### src/rtl/core/sidac_pkg.sv
// Shared constants and types for the signed integer to decimal ASCII converter.
// Used by every module under rtl/core; depends on nothing else.
package sidac_pkg;

  // word and character widths
  localparam int unsigned WordW     = 32;
  localparam int unsigned CharW     = 8;
  localparam int unsigned DigitW    = 4;
  localparam int unsigned NumDigits = 10;
  localparam int unsigned BcdW      = NumDigits * DigitW;
  localparam int unsigned CountW    = $clog2(NumDigits + 1);
  localparam int unsigned IterW     = $clog2(WordW);

  // default depth of the queue between front and back
  localparam int unsigned QueueDepthDefault = 2;

  // ascii codes
  localparam logic [CharW-1:0] AsciiZero  = 8'd48;
  localparam logic [CharW-1:0] AsciiNine  = 8'd57;
  localparam logic [CharW-1:0] AsciiMinus = 8'd45;

  // classified number handed from front to back
  typedef struct packed {
    logic             neg;
    logic [WordW-1:0] mag;
  } item_t;

endpackage

### src/rtl/core/sidac_front.sv
// Front stage: takes one signed integer per transfer, splits it into sign and magnitude.
// Depends on sidac_pkg.
module sidac_front (
  input  logic                              clk_i,
  input  logic                              rst_ni,
  input  logic                              push_i,
  output logic                              full_o,
  input  logic signed [sidac_pkg::WordW-1:0] value_i,
  output logic                              item_valid_o,
  input  logic                              item_ready_i,
  output sidac_pkg::item_t                  item_o
);

  logic             valid_q;
  sidac_pkg::item_t item_q;
  sidac_pkg::item_t item_d;
  logic [sidac_pkg::WordW-1:0] bits;
  logic             accept;

  // hold the item while the queue is full
  assign full_o = valid_q && !item_ready_i;
  assign accept = push_i && !full_o;

  // sign and magnitude; the most negative value wraps to its unsigned magnitude
  assign bits       = value_i;
  assign item_d.neg = bits[sidac_pkg::WordW-1];
  assign item_d.mag = item_d.neg ? (~bits + 1'b1) : bits;

  // valid flag
  always_ff @(posedge clk_i or negedge rst_ni) begin
    if (!rst_ni) begin
      valid_q <= 1'b0;
    end else if (accept) begin
      valid_q <= 1'b1;
    end else if (item_ready_i) begin
      valid_q <= 1'b0;
    end
  end

  // payload
  always_ff @(posedge clk_i) begin
    if (accept) begin
      item_q <= item_d;
    end
  end

  assign item_valid_o = valid_q;
  assign item_o       = item_q;

endmodule

### src/rtl/core/sidac_fifo.sv
// Short queue of classified numbers between the front and the back stage.
// Depends on sidac_pkg for the item type.
module sidac_fifo #(
  parameter int unsigned Depth = sidac_pkg::QueueDepthDefault
) (
  input  logic             clk_i,
  input  logic             rst_ni,
  input  logic             push_i,
  input  sidac_pkg::item_t data_i,
  output logic             full_o,
  input  logic             pop_i,
  output sidac_pkg::item_t data_o,
  output logic             empty_o
);

  localparam int unsigned PtrW = (Depth > 1) ? $clog2(Depth) : 1;
  localparam int unsigned CntW = $clog2(Depth + 1);

  sidac_pkg::item_t mem_q [Depth];
  logic [PtrW-1:0] wr_ptr_q;
  logic [PtrW-1:0] rd_ptr_q;
  logic [CntW-1:0] count_q;
  logic            do_push;
  logic            do_pop;

  assign full_o  = (count_q == CntW'(Depth));
  assign empty_o = (count_q == '0);
  assign do_push = push_i && !full_o;
  assign do_pop  = pop_i && !empty_o;

  // pointers and fill count
  always_ff @(posedge clk_i or negedge rst_ni) begin
    if (!rst_ni) begin
      wr_ptr_q <= '0;
      rd_ptr_q <= '0;
      count_q  <= '0;
    end else begin
      if (do_push) begin
        wr_ptr_q <= (wr_ptr_q == PtrW'(Depth - 1)) ? '0 : wr_ptr_q + 1'b1;
      end
      if (do_pop) begin
        rd_ptr_q <= (rd_ptr_q == PtrW'(Depth - 1)) ? '0 : rd_ptr_q + 1'b1;
      end
      if (do_push && !do_pop) begin
        count_q <= count_q + 1'b1;
      end else if (do_pop && !do_push) begin
        count_q <= count_q - 1'b1;
      end
    end
  end

  // storage
  always_ff @(posedge clk_i) begin
    if (do_push) begin
      mem_q[wr_ptr_q] <= data_i;
    end
  end

  assign data_o = mem_q[rd_ptr_q];

endmodule

### src/rtl/core/sidac_conv.sv
// Back stage: shift-add-3 binary to BCD conversion, then one character per transfer.
// Depends on sidac_pkg; takes classified numbers from sidac_fifo.
module sidac_conv (
  input  logic                          clk_i,
  input  logic                          rst_ni,
  input  logic                          item_valid_i,
  input  sidac_pkg::item_t              item_i,
  output logic                          item_pop_o,
  output logic                          empty_o,
  input  logic                          pop_i,
  output logic [sidac_pkg::CharW-1:0]   text_char_o,
  output logic                          last_o
);

  localparam int unsigned WordW  = sidac_pkg::WordW;
  localparam int unsigned BcdW   = sidac_pkg::BcdW;
  localparam int unsigned DigitW = sidac_pkg::DigitW;
  localparam int unsigned CountW = sidac_pkg::CountW;
  localparam int unsigned IterW  = sidac_pkg::IterW;
  localparam int unsigned CharW  = sidac_pkg::CharW;

  typedef enum logic [2:0] {
    StIdle,
    StConv,
    StSkip,
    StSign,
    StEmit
  } state_e;

  state_e              state_q;
  logic                neg_q;
  logic [WordW-1:0]    bin_q;
  logic [BcdW-1:0]     bcd_q;
  logic [IterW-1:0]    iter_q;
  logic [CountW-1:0]   left_q;
  logic                out_valid_q;
  logic [CharW-1:0]    char_q;
  logic                last_q;

  logic [BcdW-1:0]     bcd_adj;
  logic [DigitW-1:0]   top_digit;
  logic                out_load;

  // add 3 to every digit of five or more before the shift
  always_comb begin
    logic [DigitW-1:0] nib;
    for (int i = 0; i < sidac_pkg::NumDigits; i++) begin
      nib = bcd_q[i*DigitW +: DigitW];
      bcd_adj[i*DigitW +: DigitW] = (nib >= DigitW'(5)) ? nib + DigitW'(3) : nib;
    end
  end

  assign top_digit  = bcd_q[BcdW-1 -: DigitW];
  assign out_load   = !out_valid_q || pop_i;
  assign item_pop_o = (state_q == StIdle) && item_valid_i;

  // sequencer and output register
  always_ff @(posedge clk_i or negedge rst_ni) begin
    if (!rst_ni) begin
      state_q     <= StIdle;
      neg_q       <= 1'b0;
      bin_q       <= '0;
      bcd_q       <= '0;
      iter_q      <= '0;
      left_q      <= '0;
      out_valid_q <= 1'b0;
      char_q      <= '0;
      last_q      <= 1'b0;
    end else begin
      if (out_valid_q && pop_i) begin
        out_valid_q <= 1'b0;
      end
      unique case (state_q)
        StIdle: begin
          if (item_valid_i) begin
            neg_q   <= item_i.neg;
            bin_q   <= item_i.mag;
            bcd_q   <= '0;
            iter_q  <= '0;
            state_q <= StConv;
          end
        end
        StConv: begin
          {bcd_q, bin_q} <= {bcd_adj[BcdW-2:0], bin_q, 1'b0};
          iter_q <= iter_q + 1'b1;
          if (iter_q == IterW'(WordW - 1)) begin
            left_q  <= CountW'(sidac_pkg::NumDigits);
            state_q <= StSkip;
          end
        end
        // drop leading zeros, keeping at least one digit
        StSkip: begin
          if (top_digit == '0 && left_q != CountW'(1)) begin
            bcd_q  <= {bcd_q[BcdW-DigitW-1:0], {DigitW{1'b0}}};
            left_q <= left_q - 1'b1;
          end else begin
            state_q <= neg_q ? StSign : StEmit;
          end
        end
        StSign: begin
          if (out_load) begin
            out_valid_q <= 1'b1;
            char_q      <= sidac_pkg::AsciiMinus;
            last_q      <= 1'b0;
            state_q     <= StEmit;
          end
        end
        StEmit: begin
          if (out_load) begin
            out_valid_q <= 1'b1;
            char_q      <= sidac_pkg::AsciiZero + CharW'(top_digit);
            last_q      <= (left_q == CountW'(1));
            bcd_q       <= {bcd_q[BcdW-DigitW-1:0], {DigitW{1'b0}}};
            left_q      <= left_q - 1'b1;
            if (left_q == CountW'(1)) begin
              state_q <= StIdle;
            end
          end
        end
        default: begin
          state_q <= StIdle;
        end
      endcase
    end
  end

  assign empty_o     = !out_valid_q;
  assign text_char_o = char_q;
  assign last_o      = last_q;

endmodule

### src/rtl/core/signed_int_to_decimal_ascii_top.sv
// Signed 32-bit integer to decimal ASCII text, one character per output transfer.
// Depends on sidac_pkg, sidac_front, sidac_fifo and sidac_conv.
//
// Each number pushed in comes out as its decimal text: a minus sign for a negative
// value, then the digits from most significant down with no leading zeros, zero
// giving a single '0'; last marks the final character and no NUL follows. Both
// sides are queues: push while full is low, pop while empty is low. In the back
// stage a number is fetched, run through 32 shift-add-3 steps of the binary to BCD
// loop, stripped of its leading zero digits one at a time, then sent as a minus sign
// when negative and then one digit per character, each character waiting for pop;
// dropped zeros and digits always add up to ten. The front register and the queue
// of QueueDepth entries take new numbers while the back stage is busy.
module signed_int_to_decimal_ascii_top #(
  parameter int unsigned QueueDepth = sidac_pkg::QueueDepthDefault
) (
  input  logic                               clk_i,
  input  logic                               rst_ni,
  input  logic                               push_i,
  output logic                               full_o,
  input  logic signed [sidac_pkg::WordW-1:0] value_i,
  output logic                               empty_o,
  input  logic                               pop_i,
  output logic [sidac_pkg::CharW-1:0]        text_char_o,
  output logic                               last_o
);

  sidac_pkg::item_t front_item;
  sidac_pkg::item_t queue_item;
  logic             front_valid;
  logic             queue_full;
  logic             queue_empty;
  logic             queue_pop;

  // accept and classify
  sidac_front u_front (
    .clk_i        (clk_i),
    .rst_ni       (rst_ni),
    .push_i       (push_i),
    .full_o       (full_o),
    .value_i      (value_i),
    .item_valid_o (front_valid),
    .item_ready_i (!queue_full),
    .item_o       (front_item)
  );

  // decoupling queue
  sidac_fifo #(
    .Depth (QueueDepth)
  ) u_fifo (
    .clk_i   (clk_i),
    .rst_ni  (rst_ni),
    .push_i  (front_valid),
    .data_i  (front_item),
    .full_o  (queue_full),
    .pop_i   (queue_pop),
    .data_o  (queue_item),
    .empty_o (queue_empty)
  );

  // convert and emit
  sidac_conv u_conv (
    .clk_i        (clk_i),
    .rst_ni       (rst_ni),
    .item_valid_i (!queue_empty),
    .item_i       (queue_item),
    .item_pop_o   (queue_pop),
    .empty_o      (empty_o),
    .pop_i        (pop_i),
    .text_char_o  (text_char_o),
    .last_o       (last_o)
  );

endmodule

### config.mk
export PLATFORM = sky130hd
export DESIGN_NAME = signed_int_to_decimal_ascii_top
export DESIGN_NICKNAME = d
export VERILOG_FILES = /design/src/rtl/core/sidac_pkg.sv /design/src/rtl/core/sidac_front.sv /design/src/rtl/core/sidac_fifo.sv /design/src/rtl/core/sidac_conv.sv /design/src/rtl/core/signed_int_to_decimal_ascii_top.sv
export SDC_FILE = /design/constraint.sdc
export NUM_CORES = 1
export LEC_CHECK = 0
export BUFFER_PORTS_ARGS = -buffer_cell sky130_fd_sc_hd__buf_4
export CAP_MARGIN = 20
export CORE_ASPECT_RATIO = 1.1
export CORE_UTILIZATION = 25
export CTS_CLUSTER_SIZE = 8
export DETAILED_ROUTE_END_ITERATION = 8
export PLACE_DENSITY = 0.48
export SLEW_MARGIN = 20
export SYNTH_ARGS = -nofsm -noshare
export SYNTH_HDL_FRONTEND = slang
export SYNTH_SLANG_ARGS = --single-unit
### constraint.sdc
create_clock -name clk_i -period 2.7 [get_ports clk_i]
set_input_delay 0.27 -clock clk_i [delete_from_list [all_inputs] [get_ports clk_i]]
set_output_delay 0.27 -clock clk_i [all_outputs]
set_load 0.01 [all_outputs]
# Word level (Yosys, flattened, before mapping)
# Memory sizes are Yosys's and may differ from the RTL's.
# Index checks and enable logic that the tools add are counted.
# op_classes
reduce_logical	31
add_sub_neg	18
magnitude_cmp	10
n_eq_ne	16
muxes	48
bitwise_logic	2
# ops
op	count
$pmux W40 S4	1
$mux W40	3
$pmux W32 S2	1
$mux W4	12
$ge A4 B3 Y1 const B	10
$add A4 B2 Y4 const B	9
$add A32 B1 Y32 const B	1
$mux W32	1
$not A32 Y32	1
$mux W31	1
$mux W3	8
$mux W8	2
$pmux W8 S2	1
$pmux W3 S5	1
$pmux W4 S3	1
$mux W1	11
$ne A2 B1 Y1 const B	5
$pmux W5 S2	1
$logic_and A1 B1 Y1	9
$reduce_and A4 Y1	2
$add A6 B4 Y7 const A	1
$eq A3 B2 Y1 const B	2
$logic_not A1 Y1	6
$ne A2 B2 Y1 const B	3
other kinds (27)	32
# word_totals
regBits	133
word_cells	142
out_inout_bits	11
mem_bits_rw	66
mem_count	1
# memory_table
name	depth	word_bits	read_ports	rd_clocked_by_memory_dff	wr	line	source
u_fifo.mem_q	2	33	1	0	1	sidac_fifo.sv:19	sidac_pkg::item_t mem_q [Depth];

# Logic depth before layout (Yosys ltp)
# logic_depth
word_depth	7
depth_mapped	9
mapped_depth_nobuf	8

# By module
# Synthesis repeated with hierarchy kept, for this count alone.
# unflattened
cells_unflattened	781
area_unflattened_um2	9848.2
# modules_own_cells
mod	area_each_um2	cells_each	instances	seq_area_each_um2
sidac_conv	5302.6	522	1	2327.2
sidac_fifo	2730.1	122	1	2082.0
sidac_front	1808.0	135	1	1016.0
signed_int_to_decimal_ascii_top	7.5	2	1	0.0

# Worst setup path after synthesis
# Ideal clock, no wire load.
# synth_timing
kind	register -> register
start	register u_fifo.count_q[0]
end	memory u_fifo.mem_q[0][0] (netlist bit), enable pin
t_arrival_ns	2.034
t_required_ns	2.277
setup_ns	0.423
synth_period_minus_slack_ns	2.457
path_slack_ns	0.243
path_stages_with_launch	4
path_cell_list	dfrtp_1 > nand2b_1 > nand2_1 > nor2_1
# synth_between
elab_chain_cells	5
# synth_rtl
item	line	source
from (decl)	sidac_fifo.sv:22	logic [CntW-1:0] count_q;
from (signal assigned)	sidac_fifo.sv:45	count_q <= count_q + 1'b1;
from (signal assigned)	sidac_fifo.sv:47	count_q <= count_q - 1'b1;
$eq A2 B2 Y1	sidac_fifo.sv:26	assign full_o = (count_q == CntW'(Depth));
$logic_not A1 Y1	sidac_fifo.sv:28	assign do_push = push_i && !full_o;
$logic_and A1 B1 Y1	sidac_fifo.sv:28	
$mux W1	sidac_fifo.sv:54	if (do_push) begin
$mux W1 (not written as such)	sidac_fifo.sv:55	mem_q[wr_ptr_q] <= data_i;
to (decl)	sidac_fifo.sv:19	
# Every way passes these cells.

# Final worst setup path
# layout_timing
start	register u_conv.bcd_q[37]
end	register u_conv.bcd_q[6]
# layout_between
elab_chain_cells	4
# layout_rtl
item	line	source
from (decl)	sidac_conv.sv:33	logic [BcdW-1:0] bcd_q;
from (signal assigned)	sidac_conv.sv:84	{bcd_q, bin_q} <= {bcd_adj[BcdW-2:0], bin_q, 1'b0};
from (signal assigned)	sidac_conv.sv:94	bcd_q <= {bcd_q[BcdW-DigitW-1:0], {DigitW{1'b0}}};
from (signal assigned)	sidac_conv.sv:113	bcd_q <= {bcd_q[BcdW-DigitW-1:0], {DigitW{1'b0}}};
$logic_not A4 Y1	sidac_conv.sv:93	if (top_digit == '0 && left_q != CountW'(1)) begin
$logic_and A1 B1 Y1	sidac_conv.sv:93	
$ne A2 B1 Y1 (no source line)	n/a	
$reduce_and A4 Y1 (no source line)	n/a	
# Every way passes these cells.
# A chain may end at the register's enable or synchronous reset.

==> flow_results.xml <==
<?xml version="1.0" encoding="UTF-8"?>
<metrics>
  <group name="run_status">
    <metric name="outcome" unit="">complete, no violations</metric>
  </group>
  <group name="clock_tree">
    <metric name="cts_max_level" unit="">4</metric>
    <metric name="tritoncts" unit="">yes</metric>
    <metric name="insertion_delay" unit="ns">0.43</metric>
    <metric name="clock-root-buffer" unit="">clkbuf_16</metric>
    <metric name="cts_buffer_depth" unit="">2</metric>
    <metric name="cts_hold_buf" unit="">1</metric>
    <metric name="cts_repair_resize_count" unit="">0</metric>
    <metric name="cts_buffers" unit="">17</metric>
    <metric name="post-cts-setup-buffer-count" unit="">0</metric>
    <metric name="clk_transition_reported_paths" unit="ns">0.08</metric>
    <metric name="cts.sinks" unit="">197</metric>
  </group>
  <group name="logic_synthesis">
    <metric name="netlist_top_cells_area" unit="">edfxtp_1 32%, dfrtp_1 26%, o21ai_0 6.2%, mux2i_1 4.5%, xnor2_1 3.9%</metric>
    <metric name="yosysTopAreaCellShare" unit="">0.318</metric>
    <metric name="most_used_dff_post_synth" unit="">edfxtp_1</metric>
    <metric name="synth-edff-count" unit="">99</metric>
    <metric name="ys_warn_count" unit="">0</metric>
    <metric name="syn-mean-instance-area" unit="um^2">11.5</metric>
    <metric name="postSynthCellCount" unit="">815</metric>
    <metric name="ys_async_sr_fraction" unit="">0.497</metric>
    <metric name="synth-seq-cells" unit="">197</metric>
    <metric name="synthDominantAreaCellType" unit="">edfxtp_1</metric>
    <metric name="synth-seq-area-share" unit="">0.581</metric>
    <metric name="synth.lib_cells_used.distinct" unit="">56</metric>
    <metric name="synthesis.area" unit="um^2">9340</metric>
  </group>
  <group name="worst_hold_path">
    <metric name="hold_path.class" unit="">primary input to flop</metric>
    <metric name="hold_depth" unit="">2</metric>
    <metric name="hold_crit_endpoint" unit="">u_front.item_valid_o</metric>
    <metric name="min_from" unit="">push_i</metric>
  </group>
  <group name="drt">
    <metric name="drc_errors" unit="">0</metric>
    <metric name="initialDrtViolationCount" unit="">314</metric>
    <metric name="route.final.wire_length" unit="um">18100</metric>
    <metric name="route.detailed.wl_per_inst" unit="um">13.3</metric>
    <metric name="num_vias" unit="">6104</metric>
    <metric name="drtAntennaViolNets" unit="">0</metric>
    <metric name="count_of_tritonroute_iterations_in_the_first_routing_pass" unit="">4</metric>
    <metric name="detail_route.vias_per_cell" unit="">4.50</metric>
  </group>
  <group name="timing">
    <metric name="slew_viols_final" unit="">0</metric>
    <metric name="finalCriticalPeriod" unit="ns">2.28</metric>
    <metric name="report.final.hold_viol_count" unit="">0</metric>
    <metric name="timing.max_slew.rel_slack" unit="">0.588</metric>
    <metric name="rsz0062_at_grt" unit="">no</metric>
    <metric name="max_freq" unit="MHz">438</metric>
    <metric name="finClkSkew" unit="ns">0.0153</metric>
    <metric name="final_setup_violation_count" unit="">0</metric>
    <metric name="worst_pin_slew" unit="ns">0.617</metric>
    <metric name="timing.hold.ws" unit="ns">0.0368</metric>
    <metric name="post-route-period-util" unit="">0.846</metric>
    <metric name="finalSetupTns" unit="ns">0</metric>
  </group>
  <group name="setup_path">
    <metric name="crit_path_cell_trace" unit="">inv_1 -&gt; ha_1 -&gt; nor3b_2 -&gt; nand4bb_2 -&gt; and3_2 -&gt; buf_12 -&gt; a221oi_1 -&gt; nor2_1</metric>
    <metric name="timing.critical_path.slowest_cell_delay" unit="ns">0.37</metric>
    <metric name="critical_path.n_buffers_inverters" unit="">2</metric>
    <metric name="criticalPathCategory" unit="">flop to flop</metric>
    <metric name="critical-path-top-delay-family" unit="">simple AND/OR/NAND/NOR gates</metric>
    <metric name="rr_endpoint" unit="">u_conv.bcd_q[6]</metric>
    <metric name="category_of_the_worst_setup_path_capture_point" unit="">flop</metric>
    <metric name="cp_max_fo" unit="">57</metric>
    <metric name="worst_setup_start_kind" unit="">flop</metric>
    <metric name="worst_reg_to_reg_path_cell_count" unit="">8</metric>
    <metric name="r2r_start" unit="">u_conv.bcd_q[37]</metric>
    <metric name="worst_ep_arrival_time" unit="ns">2.59</metric>
    <metric name="r2r_slack" unit="ns">0.42</metric>
    <metric name="critical_path_required" unit="ns">3.01</metric>
    <metric name="cp_slowest_cell" unit="">dfrtp_1</metric>
  </group>
  <group name="power_and_ir_drop">
    <metric name="sequentialPowerShare" unit="">0.424</metric>
    <metric name="cellLeakagePower" unit="nW">4.11</metric>
    <metric name="net-switching-power" unit="W">0.00437</metric>
    <metric name="power_frac_clock" unit="">0.221</metric>
    <metric name="vdd.ir_drop.worst" unit="mV">0.543</metric>
    <metric name="comb_power_share" unit="">0.355</metric>
    <metric name="p_sw_frac" unit="">0.373</metric>
    <metric name="internal_power" unit="W">0.00734</metric>
    <metric name="cellPowerDensity" unit="nW/um^2">1080</metric>
  </group>
  <group name="global_routing">
    <metric name="first_global_vias" unit="">5962</metric>
    <metric name="global_route_wire_length_before_repair" unit="um">30400</metric>
    <metric name="gr-total-overflow" unit="">0</metric>
    <metric name="global_route.usage.total" unit="">0.0995</metric>
    <metric name="antenna_found_initial" unit="">0</metric>
    <metric name="pin_count_of_the_biggest_net_entering_global_routing" unit="">70</metric>
  </group>
  <group name="placed_design">
    <metric name="port-buffer-count" unit="">44</metric>
    <metric name="post_dp_area" unit="um^2">10300</metric>
    <metric name="dpl.hpwl" unit="um">11500</metric>
    <metric name="place.gp.congestion" unit="">0.748</metric>
  </group>
  <group name="die">
    <metric name="fp.coreArea" unit="um^2">36400</metric>
    <metric name="dieHeight" unit="um">205</metric>
    <metric name="dieArea" unit="um^2">38100</metric>
    <metric name="top_level_ports" unit="">47</metric>
    <metric name="rows" unit="">73</metric>
    <metric name="floorplan.initialDensity" unit="">0.256</metric>
    <metric name="chipWidth" unit="um">186</metric>
  </group>
  <group name="cells_and_area">
    <metric name="fin_nets" unit="">917</metric>
    <metric name="areaGrowthSynthToFinish" unit="%">16.5</metric>
    <metric name="drive_above_1_share" unit="">0.141</metric>
    <metric name="post-route-util" unit="">0.299</metric>
    <metric name="final_area" unit="um^2">10900</metric>
    <metric name="antennaDiodeCount" unit="">0</metric>
    <metric name="n_fill_cell" unit="">3721</metric>
  </group>
  <group name="job">
    <metric name="maxCapViolCount" unit="">0</metric>
  </group>
</metrics>
==> logic make-up after synthesis <==
| family | Yosys count | share of synthesized area |
|---|---|---|
| other | 1 | 0.000402 |
| xor gates and xnor gates | 48 | 0.0450 |
| and+or+nand+nor | 205 | 0.112 |
| buffers and inverters | 76 | 0.0352 |
| adders and majority gates | 26 | 0.0348 |
| AOI/OAI and AO/OA | 220 | 0.147 |
| muxes | 42 | 0.0450 |
| DFF | 197 | 0.581 |
==> synthesized netlist by cell type, types with 24 or more instances <==
master	count
o21ai_0	116
edfxtp_1	99
dfrtp_1	98
nand2_1	96
mux2i_1	42
xnor2_1	42
a21oi_1	34
nor2_1	34
inv_1	33
nand2b_1	27
a221oi_1	26
ha_1	26
clkbuf_1	24
==> layout by cell type, fill, tap and decap left out, types with 2 or more instances in the layout <==
master     count
nor3_1        12
nor4_1         2
nand2b_1      27
or3_1          2
inv_6          4
a211oi_1       3
or4_4          3
nor4_4         3
and3_1         2
xor2_1         6
clkbuf_16     17
o22ai_1        3
nor4_2         2
nor2_1        33
o31ai_2        4
ha_1          26
inv_1         33
inv_8          3
a221oi_1      26
o22a_1         3
mux2i_1       42
edfxtp_1      99
dfrtp_1       97
a21oi_1       33
buf_4         59
a32oi_1       10
xnor2_1       42
nand3b_1       3
o21ai_0      116
o31ai_1        8
nand3_1        6
o41ai_2        2
conb_1         2
buf_12         3
nand2_1       96
and4bb_2       2
clkinv_8       6
==> power by group through the flow <==
stage	logic, W	clock network (W)	registers (W)
floorplan	0.00327	0	0.00482
global placement	0.00414	0	0.00502
detailed placement	0.00423	0	0.00502
CTS	0.00425	0.00268	0.00497
global route	0.00478	0.00280	0.00510
finish	0.00415	0.00259	0.00497
==> how the worst max path moves through the flow <==
stage | startpoint | to | slack, ns | cells after the start
2_1_floorplan | u_fifo.count_q[0] | u_fifo.mem_q[0][0] | 0.24 | 3
3_3_place_gp | u_conv.bcd_q[37] | u_conv.bcd_q[30] | 0.50 | 8
3_5_place_dp | u_conv.bcd_q[37] | u_conv.bcd_q[6] | 0.45 | 8
4_1_cts | u_conv.bcd_q[37] | u_conv.bcd_q[10] | 0.42 | 8
5_1_grt | u_conv.bcd_q[37] | u_conv.bcd_q[22] | 0.18 | 8
6_report | u_conv.bcd_q[37] | u_conv.bcd_q[6] | 0.42 | 8
==> sequential cells by signal, summed over array words and instances (netlist names) <==
name                  count
u_fifo.mem_q             66
u_conv.text_char_o        6
u_conv.last_o             1
u_conv.left_q             4
u_fifo.wr_ptr_q           1
u_conv.neg_q              1
u_fifo.rd_ptr_q           1
u_fifo.count_q            2
u_conv.out_valid_q        1
u_conv.iter_q             5
u_conv.bin_q             32
u_front.item_o           33
u_front.item_valid_o      1
u_conv.state_q            3
u_conv.bcd_q             40
==> cell type report <==
class / instances / area (um^2) / area share
timing repair buffer: 63 / 513 / 0.0471
clock buffer: 17 / 425 / 0.0391
tap: 487 / 609 / 0.0560
clock inverter: 15 / 179 / 0.0164
sequential: 197 / 5430 / 0.499
multi-input combinational: 543 / 3600 / 0.331
inverter: 33 / 124 / 0.0114
==> routing by layer <==
metal,vias up,global-route usage,routed length [um]
li1,3029,-,-
met1,2986,0.132,8840
met2,79,0.163,8630
met3,10,0.0201,457
met4,0,0.0263,132
met5,-,0,0
==> metrics by stage <==
step	power, W	setup WS, ns	cells
after floorplan	0.00809	0.243	816
after global placement	0.00916	0.504	1322
after detailed placement	0.00926	0.449	1322
after CTS	0.0119	0.423	1355
after global routing	0.0127	0.176	1355
final	0.0117	0.416	1355
Power figures use the tool's default switching activity.
